### config.mk
export PLATFORM = sky130hd
export DESIGN_NAME = ssl_merge
export DESIGN_NICKNAME = d
export VERILOG_FILES = /design/src/rtl/core/ssl_merge.sv
export SDC_FILE = /design/constraint.sdc
export NUM_CORES = 1
export LEC_CHECK = 0
export BUFFER_PORTS_ARGS = -buffer_cell sky130_fd_sc_hd__buf_2
export CELL_PAD_IN_SITES_DETAIL_PLACEMENT = 1
export CELL_PAD_IN_SITES_GLOBAL_PLACEMENT = 1
export CORE_ASPECT_RATIO = 0.8
export CORE_UTILIZATION = 28
export CTS_CLUSTER_DIAMETER = 80
export DETAILED_ROUTE_END_ITERATION = 6
export PLACE_DENSITY = 0.77
export RECOVER_POWER = 100
export SYNTH_ARGS = -nofsm -noshare
export SYNTH_HDL_FRONTEND = slang
export SYNTH_SLANG_ARGS = --single-unit
### constraint.sdc
create_clock -name clk -period 0.8 [get_ports clk]
set_input_delay 0.04 -clock clk [delete_from_list [all_inputs] [get_ports clk]]
set_output_delay 0.04 -clock clk [all_outputs]
set_load 0.02 [all_outputs]
### src/rtl/core/ssl_merge.sv
module ssl_merge (
  input  logic                clk,
  input  logic                rst,
  input  logic                load,
  input  logic signed [15:0]  left,
  input  logic signed [15:0]  right,
  input  logic                active,
  output logic                ready,
  output logic                out_valid,
  input  logic                out_stall,
  output logic signed [15:0]  left_out,
  output logic signed [15:0]  right_out,
  output logic                effect_active
);

  assign ready = !out_valid || !out_stall;

  always_ff @(posedge clk) begin
    if (rst) begin
      out_valid <= 1'b0;
    end else if (load) begin
      out_valid <= 1'b1;
    end else if (!out_stall) begin
      out_valid <= 1'b0;
    end
  end

  always_ff @(posedge clk) begin
    if (load) begin
      left_out      <= left;
      right_out     <= right;
      effect_active <= active;
    end
  end

endmodule

Yosys cells after proc, flatten, opt, wreduce, memory -nomap -nowiden
Cells that the tools add are included.

storage, ports and cells
  input bits = 37
  memories = 0
  memory bits (writable) = 0
  output and inout bits = 35
  word-level logic and storage cells = 10
  bits in registers = 34
  latch bits = 0
  memory bits (read-only) = 0

cells by class
  eq/ne operators = 1
  div/mod/pow operators = 0
  bitwise operators = 0
  multipliers = 0
  add/sub/neg operators = 0
  muxes and demuxes = 2
  order comparisons = 0
  reductions and logical operators = 3
  shift-type cells = 0

operators with widths
  kind                                          number
  1-bit zero test                               2
  1-bit 2-to-1 mux                              2
  2-bit inequality test, second input constant  1
  1-bit logical OR                              1

Logic depth before layout (Yosys ltp)
Gate-level depths: netlist of run 1.

  word-level depth = 2
  gate-level depth with buffers = 2
  gate-level depth less buffers = 2

Worst setup path before layout of run 1
Ideal clock, no wire load.

  path kind = register to output
  start point = reg out_valid
  end point = out ready
  path slack = 0.136 ns
  arrival = 0.624 ns
  buffers on the path = 0
  cell stages (with the launch flop) = 2
  data required time = 0.760 ns
  cells stage by stage = dfxtp_1 -> nand2_1

on the way
  word-level cells in the longest chain between the ends = 2

ends and longest elaborated chain
  item                    RTL line  RTL
  from (decl)             9         output logic out_valid,
  from (signal assigned)  20        out_valid <= 1'b0;
  from (signal assigned)  22        out_valid <= 1'b1;
  from (signal assigned)  24        out_valid <= 1'b0;
  1-bit zero test         16        assign ready = !out_valid || !out_stall;
  1-bit logical OR        16
  to (decl)               8         output logic ready,

No other way between the ends.

Worst setup path in the final report of run 1
  start point = reg right_out[14]
  end point = out right_out[14]

RTL lines
  item                    RTL line  RTL
  from (decl)             12        output logic signed [15:0] right_out,
  from (signal assigned)  31        right_out <= right;

No word-level cell between the ends.

==> results of run 1 <==
## metrics by stage
stage	setup slack, ns	cell area, µm²	utilization (%)	total power [µW]
after CTS	-0.0909	1940	56.0	4080
final	-0.0868	2050	59.2	4130
after global routing	-0.120	2050	59.2	4300
after detailed placement	0.131	1450	41.8	2640
after global placement	0.144	1450	41.8	2620
after floorplan	0.136	1020	-	2380
## Yosys cell counts (all sizes together)
cell type	count	area [µm²]
edfxtp	33	991
dfxtp	1	20.0
a21oi	1	5.00
nor2	1	3.75
nand2	1	3.75
## cell type report
class                      instances  area, µm²
clock buffer                       7       86.3
clock inverter                     1       5.00
fill                             333       1420
multi-input combinational          3       15.0
sequential                        34       1010
tap                               42       52.6
timing repair buffer             107        880
## timing repair
| action | CTS | global route |
|---|---|---|
| hold buffers | 35 | 0 |
| setup endpoints to repair | 35 | 35 |
| setup buffers | 0 | 0 |
| endpoints found under the hold margin | 34 | 0 |
| gates cloned | 0 | 0 |
| gates resized for setup | 17 | 42 |
## sequential cells by signal, summed over array words and instances (netlist names)
| signal | count |
|---|---|
| left_out | 16 |
| out_valid | 1 |
| right_out | 16 |
| effect_active | 1 |
## layer usage
layer	share of wire (%)	GRT usage [%]	up-vias
met2	53	32.0	58
li1	-	-	373
met3	8.6	7.43	9
met5	0	0	-
met4	2.6	9.04	0
met1	36	20.4	364
## power groups by stage
stage               Clock [µW]  Combinational (µW)  Sequential, µW
floorplan                    0                6.86            2370
global placement             0                 443            2180
detailed placement           0                 454            2180
CTS                       1300                 619            2160
global route              1360                 746            2200
finish                    1240                 713            2180
## cells by family (layout without fill, tap and decap cells)
group                  count (synthesis)  after routing  synth area share (%)
buffers and inverters                  0            115                     0
AND/OR/NAND/NOR                        2              2                 0.733
AO/OA/AOI/OAI                          1              1                 0.489
flip-flops                            34             34                  98.8
## worst min-delay path by stage
stage	end	slack (ns)	cells after the start
6_report	ready	0.36	3
2_1_floorplan	out_valid$_SDFFE_PP0P_	0.11	1
4_1_cts	left_out[12]$_DFFE_PP_	0.21	2
5_1_grt	ready	0.36	3
3_3_place_gp	out_valid$_SDFFE_PP0P_	0.20	2
3_5_place_dp	out_valid$_SDFFE_PP0P_	0.20	2
==> impl_results.html, run 1 <==
<table>
<tr><th>Metric</th><th>Value</th></tr>
<tr><th colspan="2">Pwr</th></tr>
<tr><td>Net Switching</td><td>between 900 and 1000 µW</td></tr>
<tr><td>Logic gate share of total power</td><td>between 10% and 20%</td></tr>
<tr><td>Switching fraction of total power</td><td>a little under a quarter</td></tr>
<tr><td>Proportion of power drawn by flip-flops and latches</td><td>52.8%</td></tr>
<tr><td>Static leakage power</td><td>between 0.0008 and 0.0009 µW</td></tr>
<tr><td>Internal power</td><td>about 3200 µW</td></tr>
<tr><td>Cell Pwr Density</td><td>between 2000 and 2500 nW/µm²</td></tr>
<tr><td>Clock share of power</td><td>between 30% and 40%</td></tr>
<tr><td>Worst IR drop on VDD</td><td>between 0.001 and 0.0015 V</td></tr>
<tr><th colspan="2">STA</th></tr>
<tr><td>Setup_tns</td><td>-1.76 ns</td></tr>
<tr><td>Hold WS</td><td>~0.36 ns</td></tr>
<tr><td>Skew final</td><td>0 ns</td></tr>
<tr><td>Worst slew margin</td><td>70.4%</td></tr>
<tr><td>Final Setup Violations</td><td>35</td></tr>
<tr><td>Maximum clock frequency</td><td>approximately 1100 MHz</td></tr>
<tr><td>Pins over their slew limit</td><td>0</td></tr>
<tr><td>Hold violation total from the final report</td><td>0</td></tr>
<tr><td>RSZ-0062 raised after global routing</td><td>true</td></tr>
<tr><td>Worst-margin pin slew</td><td>between 0.4 and 0.5 ns</td></tr>
<tr><td>Minimum clock period after layout</td><td>just under 0.9 ns</td></tr>
<tr><td>Share of the clock period used by the worst path after layout</td><td>111%</td></tr>
<tr><td>Worst Setup Slack, final</td><td>-0.0868 ns</td></tr>
<tr><th colspan="2">Floorplan</th></tr>
<tr><td>Die Area</td><td>just under 4000 µm²</td></tr>
<tr><td>Starting Density</td><td>between 20 and 30%</td></tr>
<tr><td>Standard-cell rows</td><td>19</td></tr>
<tr><td>I/O Pins</td><td>72</td></tr>
<tr><td>Die span in y</td><td>approximately 56 µm</td></tr>
<tr><td>Area inside the core boundary</td><td>3470 µm²</td></tr>
<tr><td>Die width</td><td>a little under 70 µm</td></tr>
<tr><th colspan="2">Place</th></tr>
<tr><td>Total of buffers placed on input and output ports</td><td>71</td></tr>
<tr><td>Placer's final routability congestion estimate</td><td>0.628</td></tr>
<tr><td>Placed Cells incl. Taps</td><td>approximately 150</td></tr>
<tr><th colspan="2">Setup path</th></tr>
<tr><td>Crit path max fanout</td><td>1</td></tr>
<tr><td>Slowest cell on crit path</td><td>sky130_fd_sc_hd__edfxtp_1</td></tr>
<tr><td>Beginning of the worst register-to-register path</td><td>out_valid$_SDFFE_PP0P_</td></tr>
<tr><td>Worst setup path startpoint</td><td>right_out[14]$_DFFE_PP_</td></tr>
<tr><td>CP Data Required Time</td><td>roughly 0.76 ns</td></tr>
<tr><td>Capture instance of the worst register-to-register path</td><td>out_valid$_SDFFE_PP0P_</td></tr>
<tr><td>Register-to-register path setup slack</td><td>about 0.14 ns</td></tr>
<tr><td>Setup crit end kind</td><td>output port</td></tr>
<tr><td>Kind of start point of the critical path</td><td>flop</td></tr>
<tr><td>Reg2Reg Depth</td><td>2</td></tr>
<tr><td>Type of the setup path with the least slack</td><td>flop to output port</td></tr>
<tr><td>Worst Path Arrival</td><td>~0.85 ns</td></tr>
<tr><td>Family with the most delay on the worst path</td><td>flip-flops</td></tr>
<tr><td>Number of cells on the critical path</td><td>1</td></tr>
<tr><td>Timing endpoint of the critical path</td><td>right_out[14]</td></tr>
<tr><td>Critical-path cell list</td><td>buf_6</td></tr>
<tr><td>Count of buffering cells on the critical path with inverters included</td><td>1</td></tr>
<tr><td>Peak per-stage delay on the critical path</td><td>between 0.4 and 0.5 ns</td></tr>
<tr><th colspan="2">Status</th></tr>
<tr><td>Failing checks</td><td>negative setup slack</td></tr>
<tr><td>Run status</td><td>finished with violations</td></tr>
<tr><th colspan="2">Route</th></tr>
<tr><td>Number of vias per cell</td><td>roughly 4.1</td></tr>
<tr><td>Total via count in the routed design</td><td>804</td></tr>
<tr><td>Number of remaining DRC errors</td><td>0</td></tr>
<tr><td>Wire length after detailed routing</td><td>3290 µm</td></tr>
<tr><td>Wire length per cell after detailed routing</td><td>roughly 17 µm</td></tr>
<tr><td>Detailed Routing Iterations Pass 1</td><td>2</td></tr>
<tr><td>Number of nets still failing antenna checks after routing</td><td>0</td></tr>
<tr><td>DRC marker count from the first detailed-route iteration</td><td>9</td></tr>
<tr><th colspan="2">Synthesis</th></tr>
<tr><td>Number of library cell types mapped by synthesis</td><td>5</td></tr>
<tr><td>Post-synthesis sequential element count</td><td>34</td></tr>
<tr><td>Net count of the mapped netlist</td><td>74</td></tr>
<tr><td>Number of instances in the synthesized netlist</td><td>37</td></tr>
<tr><td>Post-Syn Area</td><td>~1000 µm²</td></tr>
<tr><td>Mean post-synth cell area</td><td>~28 µm²</td></tr>
<tr><td>Sequential element share of the synthesized area</td><td>between 90% and 100%</td></tr>
<tr><td>Warning count from the yosys run</td><td>0</td></tr>
<tr><th colspan="2">CTS</th></tr>
<tr><td>TritonCTS clock tree</td><td>yes</td></tr>
<tr><td>CTS Buffer Depth</td><td>2</td></tr>
<tr><td>CTS H-tree depth</td><td>2</td></tr>
<tr><td>Clk Latency, worst-skew pair</td><td>~0.27 ns</td></tr>
<tr><td>CTS Root Cell</td><td>sky130_fd_sc_hd__clkbuf_8</td></tr>
<tr><td>Clock transition at the register clock pins on the worst setup and hold paths after CTS</td><td>roughly 0.060 ns</td></tr>
<tr><td>Total CTS buffers</td><td>5</td></tr>
<tr><td>Sinks on Clock Net</td><td>34</td></tr>
<tr><th colspan="2">GRT</th></tr>
<tr><td>Gr usage total</td><td>a little under a fifth</td></tr>
<tr><td>Global-route wire length before repair</td><td>a little over 5000 µm</td></tr>
<tr><td>Maximum number of pins on one net before global-route repair</td><td>35</td></tr>
<tr><td>Via count of the first global-routing pass</td><td>between 900 and 1000</td></tr>
<tr><td>Total global routing overflow</td><td>0</td></tr>
<tr><td>Initial antenna violation count</td><td>0</td></tr>
<tr><th colspan="2">Final layout</th></tr>
<tr><td>Most common cell after layout, fill and taps aside</td><td>sky130_fd_sc_hd__buf_2</td></tr>
<tr><td>Non-filler instance count after layout</td><td>194</td></tr>
<tr><td>Final net count</td><td>around 190</td></tr>
<tr><td>Total inserted antenna cells</td><td>0</td></tr>
<tr><td>Commonest cells after routing, fill and taps aside</td><td>sky130_fd_sc_hd__buf_2, sky130_fd_sc_hd__dlygate4sd3_1, sky130_fd_sc_hd__edfxtp_1</td></tr>
<tr><td>Area grow syn2layout</td><td>101%</td></tr>
<tr><td>Fraction of layout instances using a drive strength above 1</td><td>48.7%</td></tr>
<tr><th colspan="2">Job</th></tr>
<tr><td>Number of max-cap violations</td><td>0</td></tr>
<tr><th colspan="2">Worst hold path</th></tr>
<tr><td>Hold WC Path Type</td><td>input pin to output port</td></tr>
<tr><td>Worst min-delay path startpoint</td><td>out_stall</td></tr>
</table>
Note: power is estimated with default switching activity, not from simulation.
==> inputs of run 2 (changes only) <==
Settings changed: ABC_AREA set to 1, PLACE_DENSITY 0.77 to 0.85.
==> impl_results.html, run 2 <==
<table>
<tr><th>Metric</th><th>Value</th></tr>
<tr><th colspan="2">Route</th></tr>
<tr><td>Number of remaining DRC errors</td><td>0</td></tr>
<tr><td>Wire length per cell after detailed routing</td><td>13.7 µm</td></tr>
<tr><td>Total via count in the routed design</td><td>roughly 790</td></tr>
<tr><td>Number of nets still failing antenna checks after routing</td><td>0</td></tr>
<tr><td>Wire length after detailed routing</td><td>between 2000 and 3000 µm</td></tr>
<tr><td>Number of vias per cell</td><td>~4.1</td></tr>
<tr><td>Detailed Routing Iterations Pass 1</td><td>2</td></tr>
<tr><td>DRC marker count from the first detailed-route iteration</td><td>22</td></tr>
<tr><th colspan="2">Final layout</th></tr>
<tr><td>Most common cell after layout, fill and taps aside</td><td>sky130_fd_sc_hd__buf_2</td></tr>
<tr><td>Area grow syn2layout</td><td>95.4%</td></tr>
<tr><td>Post-route core utilization</td><td>between 50% and 60%</td></tr>
<tr><td>Largest registers</td><td>left_out: 16 flops, right_out: 16 flops</td></tr>
<tr><td>Area of the multi-input gates</td><td>roughly 15 µm²</td></tr>
<tr><td>Storage element area</td><td>between 1000 and 1500 µm²</td></tr>
<tr><td>Total inserted antenna cells</td><td>0</td></tr>
<tr><td>Fraction of layout instances using a drive strength above 1</td><td>approximately 54%</td></tr>
<tr><td>Design area</td><td>approximately 2000 µm²</td></tr>
<tr><td>Commonest cells after routing, fill and taps aside</td><td>sky130_fd_sc_hd__buf_2, sky130_fd_sc_hd__dlygate4sd3_1, sky130_fd_sc_hd__edfxtp_1</td></tr>
<tr><td>Final net count</td><td>about 190</td></tr>
<tr><td>Number of filler cells placed in the layout</td><td>approximately 350</td></tr>
<tr><th colspan="2">Synthesis</th></tr>
<tr><td>Net count of the mapped netlist</td><td>74</td></tr>
<tr><td>Number of instances in the synthesized netlist</td><td>37</td></tr>
<tr><td>Sequential element share of the synthesized area</td><td>between 90% and 100%</td></tr>
<tr><td>Mean post-synth cell area</td><td>between 20 and 30 µm²</td></tr>
<tr><td>Commonest cells post-synth</td><td>sky130_fd_sc_hd__edfxtp_1, sky130_fd_sc_hd__a21oi_2, sky130_fd_sc_hd__dfxtp_1, sky130_fd_sc_hd__inv_1, sky130_fd_sc_hd__nand2_2</td></tr>
<tr><td>Post-synth top area share</td><td>a little over nine tenths</td></tr>
<tr><td>Most area-consuming cells after synthesis</td><td>sky130_fd_sc_hd__edfxtp_1, sky130_fd_sc_hd__dfxtp_1, sky130_fd_sc_hd__a21oi_2</td></tr>
<tr><td>Number of enable flip-flop cells after synthesis</td><td>33</td></tr>
<tr><td>Post-synthesis sequential element count</td><td>34</td></tr>
<tr><td>Cell type with the largest total area after synthesis</td><td>sky130_fd_sc_hd__edfxtp_1</td></tr>
<tr><td>Number of library cell types mapped by synthesis</td><td>5</td></tr>
<tr><td>Dominant synthesized flop cell</td><td>sky130_fd_sc_hd__edfxtp_1</td></tr>
<tr><td>Warning count from the yosys run</td><td>0</td></tr>
<tr><td>Synth async-reset ratio</td><td>0%</td></tr>
<tr><td>Post-Syn Area</td><td>just over 1000 µm²</td></tr>
<tr><td>Count leader, synth</td><td>sky130_fd_sc_hd__edfxtp_1</td></tr>
<tr><th colspan="2">CTS</th></tr>
<tr><td>Total CTS buffers</td><td>5</td></tr>
<tr><td>CTS Root Cell</td><td>sky130_fd_sc_hd__clkbuf_8</td></tr>
<tr><td>TritonCTS clock tree</td><td>yes</td></tr>
<tr><td>CTS H-tree depth</td><td>2</td></tr>
<tr><td>Sinks on Clock Net</td><td>34</td></tr>
<tr><td>Clock transition at the register clock pins on the worst setup and hold paths after CTS</td><td>0.07 ns</td></tr>
<tr><td>CTS Buffer Depth</td><td>2</td></tr>
<tr><td>Clk Latency, worst-skew pair</td><td>between 0.2 and 0.3 ns</td></tr>
<tr><th colspan="2">Setup path</th></tr>
<tr><td>Number of cells on the critical path</td><td>1</td></tr>
<tr><td>Crit path max fanout</td><td>1</td></tr>
<tr><td>Worst setup path startpoint</td><td>left_out[11]$_DFFE_PP_</td></tr>
<tr><td>Kind of start point of the critical path</td><td>flop</td></tr>
<tr><td>Beginning of the worst register-to-register path</td><td>out_valid$_SDFFE_PP0P_</td></tr>
<tr><td>Worst Path Arrival</td><td>about 0.8 ns</td></tr>
<tr><td>Reg2Reg Depth</td><td>3</td></tr>
<tr><td>Setup crit end kind</td><td>output port</td></tr>
<tr><td>Critical-path cell list</td><td>buf_6</td></tr>
<tr><td>Capture instance of the worst register-to-register path</td><td>out_valid$_SDFFE_PP0P_</td></tr>
<tr><td>Slowest cell on crit path</td><td>sky130_fd_sc_hd__edfxtp_1</td></tr>
<tr><td>Register-to-register path setup slack</td><td>~0.1 ns</td></tr>
<tr><td>CP Data Required Time</td><td>about 0.76 ns</td></tr>
<tr><td>Count of buffering cells on the critical path with inverters included</td><td>1</td></tr>
<tr><td>Type of the setup path with the least slack</td><td>flop to output port</td></tr>
<tr><td>Family with the most delay on the worst path</td><td>flip-flops</td></tr>
<tr><td>Peak per-stage delay on the critical path</td><td>approximately 0.4 ns</td></tr>
<tr><th colspan="2">Status</th></tr>
<tr><td>Run status</td><td>finished with violations</td></tr>
<tr><td>Failing checks</td><td>negative setup slack</td></tr>
<tr><th colspan="2">Place</th></tr>
<tr><td>Placed instance area</td><td>~1500 µm²</td></tr>
<tr><td>Total of buffers placed on input and output ports</td><td>71</td></tr>
<tr><td>Placer's final routability congestion estimate</td><td>0.618</td></tr>
<tr><td>Worst slack at placement</td><td>around 0.15 ns</td></tr>
<tr><th colspan="2">STA</th></tr>
<tr><td>Skew final</td><td>0 ns</td></tr>
<tr><td>Worst-margin pin slew</td><td>between 0.4 and 0.5 ns</td></tr>
<tr><td>Share of the clock period used by the worst path after layout</td><td>108%</td></tr>
<tr><td>Hold WS</td><td>around 0.10 ns</td></tr>
<tr><td>Worst Setup Slack, final</td><td>-0.0636 ns</td></tr>
<tr><td>Pins over their slew limit</td><td>0</td></tr>
<tr><td>Minimum clock period after layout</td><td>about 0.86 ns</td></tr>
<tr><td>Hold violation total from the final report</td><td>0</td></tr>
<tr><td>Maximum clock frequency</td><td>1160 MHz</td></tr>
<tr><td>Worst slew margin</td><td>69.7%</td></tr>
<tr><td>RSZ-0062 raised after global routing</td><td>true</td></tr>
<tr><td>Final Setup Violations</td><td>34</td></tr>
<tr><th colspan="2">Worst hold path</th></tr>
<tr><td>Hold WC Path Type</td><td>input pin to flop</td></tr>
<tr><td>Capture endpoint of the worst hold path</td><td>out_valid$_SDFFE_PP0P_</td></tr>
<tr><td>Worst min-delay path startpoint</td><td>out_stall</td></tr>
<tr><td>Number of stages on the worst hold path</td><td>4</td></tr>
<tr><th colspan="2">Floorplan</th></tr>
<tr><td>Starting Density</td><td>29.7%</td></tr>
<tr><td>Die span in y</td><td>roughly 56 µm</td></tr>
<tr><td>I/O Pins</td><td>72</td></tr>
<tr><td>Area inside the core boundary</td><td>about 3500 µm²</td></tr>
<tr><td>Die Area</td><td>3930 µm²</td></tr>
<tr><td>Standard-cell rows</td><td>19</td></tr>
<tr><td>Die width</td><td>69.8 µm</td></tr>
<tr><th colspan="2">Pwr</th></tr>
<tr><td>Worst IR drop on VDD</td><td>between 0.001 and 0.0015 V</td></tr>
<tr><td>Final Total Pwr</td><td>4100 µW</td></tr>
<tr><td>Static leakage power</td><td>about 0.00086 µW</td></tr>
<tr><td>Cell Pwr Density</td><td>between 2000 and 2500 nW/µm²</td></tr>
<tr><th colspan="2">GRT</th></tr>
<tr><td>Initial antenna violation count</td><td>0</td></tr>
<tr><td>Via count of the first global-routing pass</td><td>roughly 880</td></tr>
<tr><td>Global-route wire length before repair</td><td>4040 µm</td></tr>
<tr><td>Total global routing overflow</td><td>0</td></tr>
<tr><td>Gr usage total</td><td>between 10% and 20%</td></tr>
<tr><td>Maximum number of pins on one net before global-route repair</td><td>19</td></tr>
<tr><th colspan="2">Job</th></tr>
<tr><td>Number of max-cap violations</td><td>0</td></tr>
</table>
## run 2: cell count changes after synthesis
cell and delta:
sky130_fd_sc_hd__a21oi_1 -1, sky130_fd_sc_hd__a21oi_2 +1, sky130_fd_sc_hd__inv_1 +1, sky130_fd_sc_hd__nand2_1 -1, sky130_fd_sc_hd__nand2_2 +1, sky130_fd_sc_hd__nor2_1 -1
## run 2: worst max path at each step
| stage | to | slack, ns |
|---|---|---|
| floorplan | out_valid$_SDFFE_PP0P_ | 0.03 |
| global placement | effect_active$_DFFE_PP_ | 0.16 |
| detailed placement | left_out[13]$_DFFE_PP_ | 0.15 |
| CTS | right_out[9] | -0.08 |
| global route | left_out[11] | -0.11 |
| finish | left_out[11] | -0.06 |
## run 2: worst reg2reg max path, cell delays in order (launching register included)
cell and delay [ns]:
sky130_fd_sc_hd__dfxtp_2 0.34, sky130_fd_sc_hd__nand2_2 0.07, sky130_fd_sc_hd__buf_4 0.13, sky130_fd_sc_hd__a21oi_2 0.09
## run 2: stage by stage
step | std cells | TNS [ns]
after floorplan | 37 | 0
after global placement | 152 | 0
after detailed placement | 152 | 0
after CTS | 194 | -1.96
after global routing | 195 | -2.65
final | 195 | -1.53
## run 2: kinds of logic (layout without fill, tap and decap cells)
kind of cell	Yosys count	in the layout	share of synthesized area [%]
DFF	34	34	98.2
AOI/OAI and AO/OA	1	1	0.851
and+or+nand+nor	1	1	0.608
buffers and inverters	1	117	0.364
## run 2: per-layer routing
layer  global-route usage, %  vias to the layer above  routed length, µm
met5                       0                        -                  0
met4                    6.86                        0                 28
met1                    12.9                      374                904
li1                        -                      373                  -
met2                    28.6                       44               1520
met3                    5.07                        3                209
## run 2: final cells by class
| class | count | area share [%] |
|---|---|---|
| flip-flops and latches | 34 | 50.3 |
| repair buffers | 108 | 41.6 |
| clock buffers | 7 | 4.29 |
| well taps | 42 | 2.61 |
| multi-input cells | 2 | 0.746 |
| clock inverters | 1 | 0.249 |
| inverters | 1 | 0.187 |
## run 2: where the power goes
part	switching [µW]	total (µW)	internal, µW	leakage [µW]
sequential	50.2	2160	2110	0.000332
clock	583	1280	694	0.0000482
combinational	311	665	355	0.000483
## run 2: timing repair
item / 4_1_cts / 5_1_grt
hold endpoints to repair: 34 / 0
endpoints found under the setup margin: 35 / 35
pin swaps: 0 / 1
buffers inserted: 0 / 1
hold buffers: 34 / 0
gates resized for setup: 20 / 21
==> inputs of run 3 (changes only) <==
Settings changed: ABC_CLOCK_PERIOD_IN_PS set to 800, TNS_END_PERCENT set to 10.
==> impl_results.html, run 3 (synthesis results as in run 2) <==
<table>
<tr><th>Metric</th><th>Value</th></tr>
<tr><th colspan="2">Status</th></tr>
<tr><td>Run status</td><td>finished with violations</td></tr>
<tr><td>Failing checks</td><td>negative setup slack</td></tr>
<tr><th colspan="2">GRT</th></tr>
<tr><td>Global-route wire length before repair</td><td>4040 µm</td></tr>
<tr><td>Gr usage total</td><td>roughly 14%</td></tr>
<tr><td>Via count of the first global-routing pass</td><td>between 800 and 900</td></tr>
<tr><td>Maximum number of pins on one net before global-route repair</td><td>19</td></tr>
<tr><td>Total global routing overflow</td><td>0</td></tr>
<tr><td>Initial antenna violation count</td><td>0</td></tr>
<tr><th colspan="2">Pwr</th></tr>
<tr><td>Static leakage power</td><td>between 0.0008 and 0.0009 µW</td></tr>
<tr><td>Proportion of power drawn by flip-flops and latches</td><td>53.5%</td></tr>
<tr><td>Clock share of power</td><td>approximately a third</td></tr>
<tr><td>Internal power</td><td>roughly 3000 µW</td></tr>
<tr><td>Logic gate share of total power</td><td>14.8%</td></tr>
<tr><td>Cell Pwr Density</td><td>2100 nW/µm²</td></tr>
<tr><td>Net Switching</td><td>a little over 900 µW</td></tr>
<tr><td>Worst IR drop on VDD</td><td>around 0.001 V</td></tr>
<tr><td>Switching fraction of total power</td><td>23.0%</td></tr>
<tr><th colspan="2">Final layout</th></tr>
<tr><td>Commonest cells after routing, fill and taps aside</td><td>sky130_fd_sc_hd__buf_2, sky130_fd_sc_hd__dlygate4sd3_1, sky130_fd_sc_hd__edfxtp_1</td></tr>
<tr><td>Largest registers</td><td>left_out: 16 flops, right_out: 16 flops</td></tr>
<tr><td>Post-route core utilization</td><td>a little under three fifths</td></tr>
<tr><td>Most common cell after layout, fill and taps aside</td><td>sky130_fd_sc_hd__buf_2</td></tr>
<tr><td>Area grow syn2layout</td><td>85.5%</td></tr>
<tr><td>Total inserted antenna cells</td><td>0</td></tr>
<tr><td>Number of filler cells placed in the layout</td><td>358</td></tr>
<tr><td>Final net count</td><td>around 190</td></tr>
<tr><td>Fraction of layout instances using a drive strength above 1</td><td>a little over half</td></tr>
<tr><th colspan="2">Route</th></tr>
<tr><td>Number of vias per cell</td><td>approximately 4.0</td></tr>
<tr><td>Total via count in the routed design</td><td>775</td></tr>
<tr><td>Detailed Routing Iterations Pass 1</td><td>4</td></tr>
<tr><td>Number of nets still failing antenna checks after routing</td><td>0</td></tr>
<tr><td>DRC marker count from the first detailed-route iteration</td><td>21</td></tr>
<tr><td>Wire length per cell after detailed routing</td><td>approximately 13 µm</td></tr>
<tr><td>Number of remaining DRC errors</td><td>0</td></tr>
<tr><td>Wire length after detailed routing</td><td>between 2000 and 3000 µm</td></tr>
<tr><th colspan="2">STA</th></tr>
<tr><td>Worst slew margin</td><td>roughly 70%</td></tr>
<tr><td>Minimum clock period after layout</td><td>0.864 ns</td></tr>
<tr><td>Worst Setup Slack, final</td><td>-0.0636 ns</td></tr>
<tr><td>Hold violation total from the final report</td><td>0</td></tr>
<tr><td>Worst-margin pin slew</td><td>about 0.44 ns</td></tr>
<tr><td>Share of the clock period used by the worst path after layout</td><td>108%</td></tr>
<tr><td>Final Setup Violations</td><td>34</td></tr>
<tr><td>Setup_tns</td><td>-1.46 ns</td></tr>
<tr><td>Skew final</td><td>0 ns</td></tr>
<tr><td>RSZ-0062 raised after global routing</td><td>true</td></tr>
<tr><td>Pins over their slew limit</td><td>0</td></tr>
<tr><td>Maximum clock frequency</td><td>approximately 1200 MHz</td></tr>
<tr><th colspan="2">CTS</th></tr>
<tr><td>Sinks on Clock Net</td><td>34</td></tr>
<tr><td>CTS H-tree depth</td><td>2</td></tr>
<tr><td>Clock transition at the register clock pins on the worst setup and hold paths after CTS</td><td>about 0.070 ns</td></tr>
<tr><td>Clk Latency, worst-skew pair</td><td>~0.28 ns</td></tr>
<tr><td>TritonCTS clock tree</td><td>yes</td></tr>
<tr><td>CTS Root Cell</td><td>sky130_fd_sc_hd__clkbuf_8</td></tr>
<tr><td>Total CTS buffers</td><td>5</td></tr>
<tr><td>CTS Buffer Depth</td><td>2</td></tr>
<tr><th colspan="2">Floorplan</th></tr>
<tr><td>Die width</td><td>between 60 and 70 µm</td></tr>
<tr><td>Starting Density</td><td>29.7%</td></tr>
<tr><td>I/O Pins</td><td>~70</td></tr>
<tr><td>Area inside the core boundary</td><td>3470 µm²</td></tr>
<tr><td>Standard-cell rows</td><td>19</td></tr>
<tr><td>Die Area</td><td>3930 µm²</td></tr>
<tr><td>Die span in y</td><td>56.2 µm</td></tr>
<tr><th colspan="2">Setup path</th></tr>
<tr><td>Kind of start point of the critical path</td><td>flop</td></tr>
<tr><td>Count of buffering cells on the critical path with inverters included</td><td>1</td></tr>
<tr><td>Type of the setup path with the least slack</td><td>flop to output port</td></tr>
<tr><td>Setup crit end kind</td><td>output port</td></tr>
<tr><td>Slowest cell on crit path</td><td>sky130_fd_sc_hd__edfxtp_1</td></tr>
<tr><td>Critical-path cell list</td><td>buf_6</td></tr>
<tr><td>Family with the most delay on the worst path</td><td>flip-flops</td></tr>
<tr><td>Register-to-register path setup slack</td><td>between 0.2 and 0.25 ns</td></tr>
<tr><td>Capture instance of the worst register-to-register path</td><td>out_valid$_SDFFE_PP0P_</td></tr>
<tr><td>Peak per-stage delay on the critical path</td><td>roughly 0.40 ns</td></tr>
<tr><td>Worst Path Arrival</td><td>0.82 ns</td></tr>
<tr><td>CP Data Required Time</td><td>0.76 ns</td></tr>
<tr><td>Beginning of the worst register-to-register path</td><td>out_valid$_SDFFE_PP0P_</td></tr>
<tr><td>Crit path max fanout</td><td>1</td></tr>
<tr><td>Reg2Reg Depth</td><td>2</td></tr>
<tr><th colspan="2">Place</th></tr>
<tr><td>Placer's final routability congestion estimate</td><td>0.618</td></tr>
<tr><td>Total of buffers placed on input and output ports</td><td>71</td></tr>
<tr><th colspan="2">Worst hold path</th></tr>
<tr><td>Worst min-delay path startpoint</td><td>out_stall</td></tr>
<tr><td>Capture endpoint of the worst hold path</td><td>out_valid$_SDFFE_PP0P_</td></tr>
<tr><td>Number of stages on the worst hold path</td><td>3</td></tr>
<tr><td>Hold WC Path Type</td><td>input pin to flop</td></tr>
<tr><th colspan="2">Job</th></tr>
<tr><td>Number of max-cap violations</td><td>0</td></tr>
</table>
[run 3: changes by cell type in the layout (fill, tap and decap cells not counted), sizes merged]
cell | previous run | this run
clkbuf | 12 | 11
[run 3: worst max path at each step]
stage | from | end | slack [ns] | cells past startpoint
final | left_out[11]$_DFFE_PP_ | left_out[11] | -0.06 | 1
after global routing | left_out[11]$_DFFE_PP_ | left_out[11] | -0.11 | 1
after CTS | right_out[9]$_DFFE_PP_ | right_out[9] | -0.08 | 1
after detailed placement | load | left_out[13]$_DFFE_PP_ | 0.15 | 2
after global placement | load | effect_active$_DFFE_PP_ | 0.16 | 2
after floorplan | out_valid$_SDFFE_PP0P_ | out_valid$_SDFFE_PP0P_ | 0.03 | 2
[run 3: repair_timing]
| item | in CTS | in global routing |
|---|---|---|
| hold endpoints to repair | 34 | 0 |
| pin swaps | 0 | 0 |
| endpoints found under the setup margin | 35 | 35 |
| setup buffers | 0 | 0 |
| hold buffers | 34 | 0 |
| gates resized for setup | 6 | 5 |
[run 3: power groups by stage]
stage	combinational [µW]	clock (µW)	sequential, µW
3_3_place_gp	455	0	2170
3_5_place_dp	466	0	2180
2_1_floorplan	9.03	0	2370
5_1_grt	633	1390	2160
4_1_cts	606	1330	2140
6_report	594	1270	2140
[run 3: layer usage]
metal | vias to the layer above | global-route usage, % | part of all wire [%]
met4 | 0 | 6.86 | 1.1
met3 | 3 | 5.25 | 8.2
met2 | 44 | 26.6 | 55
met5 | - | 0 | 0
met1 | 357 | 14.1 | 35
li1 | 371 | - | -
[run 3: stage by stage]
stage | instances | total power, µW | hold slack, ns | area [µm²] | setup WS [ns]
after global routing | 194 | 4180 | 0.0267 | 1910 | -0.106
after global placement | 152 | 2630 | 0.199 | 1480 | 0.158
after floorplan | 37 | 2380 | 0.102 | 1030 | 0.0256
after CTS | 194 | 4080 | 0.00727 | 1930 | -0.0832
after detailed placement | 152 | 2640 | 0.200 | 1480 | 0.148
final | 194 | 4010 | 0.0255 | 1910 | -0.0636
[run 3: area by class of cell]
class	instances	area (µm²)	area share, %
Clock buffer	7	86.3	4.52
Multi-Input combinational cell	2	15.0	0.786
Tap cell	42	52.6	2.75
Sequential cell	34	1010	53.0
Inverter	1	3.75	0.196
Clock inverter	1	5.00	0.262
Timing Repair Buffer	107	736	38.5
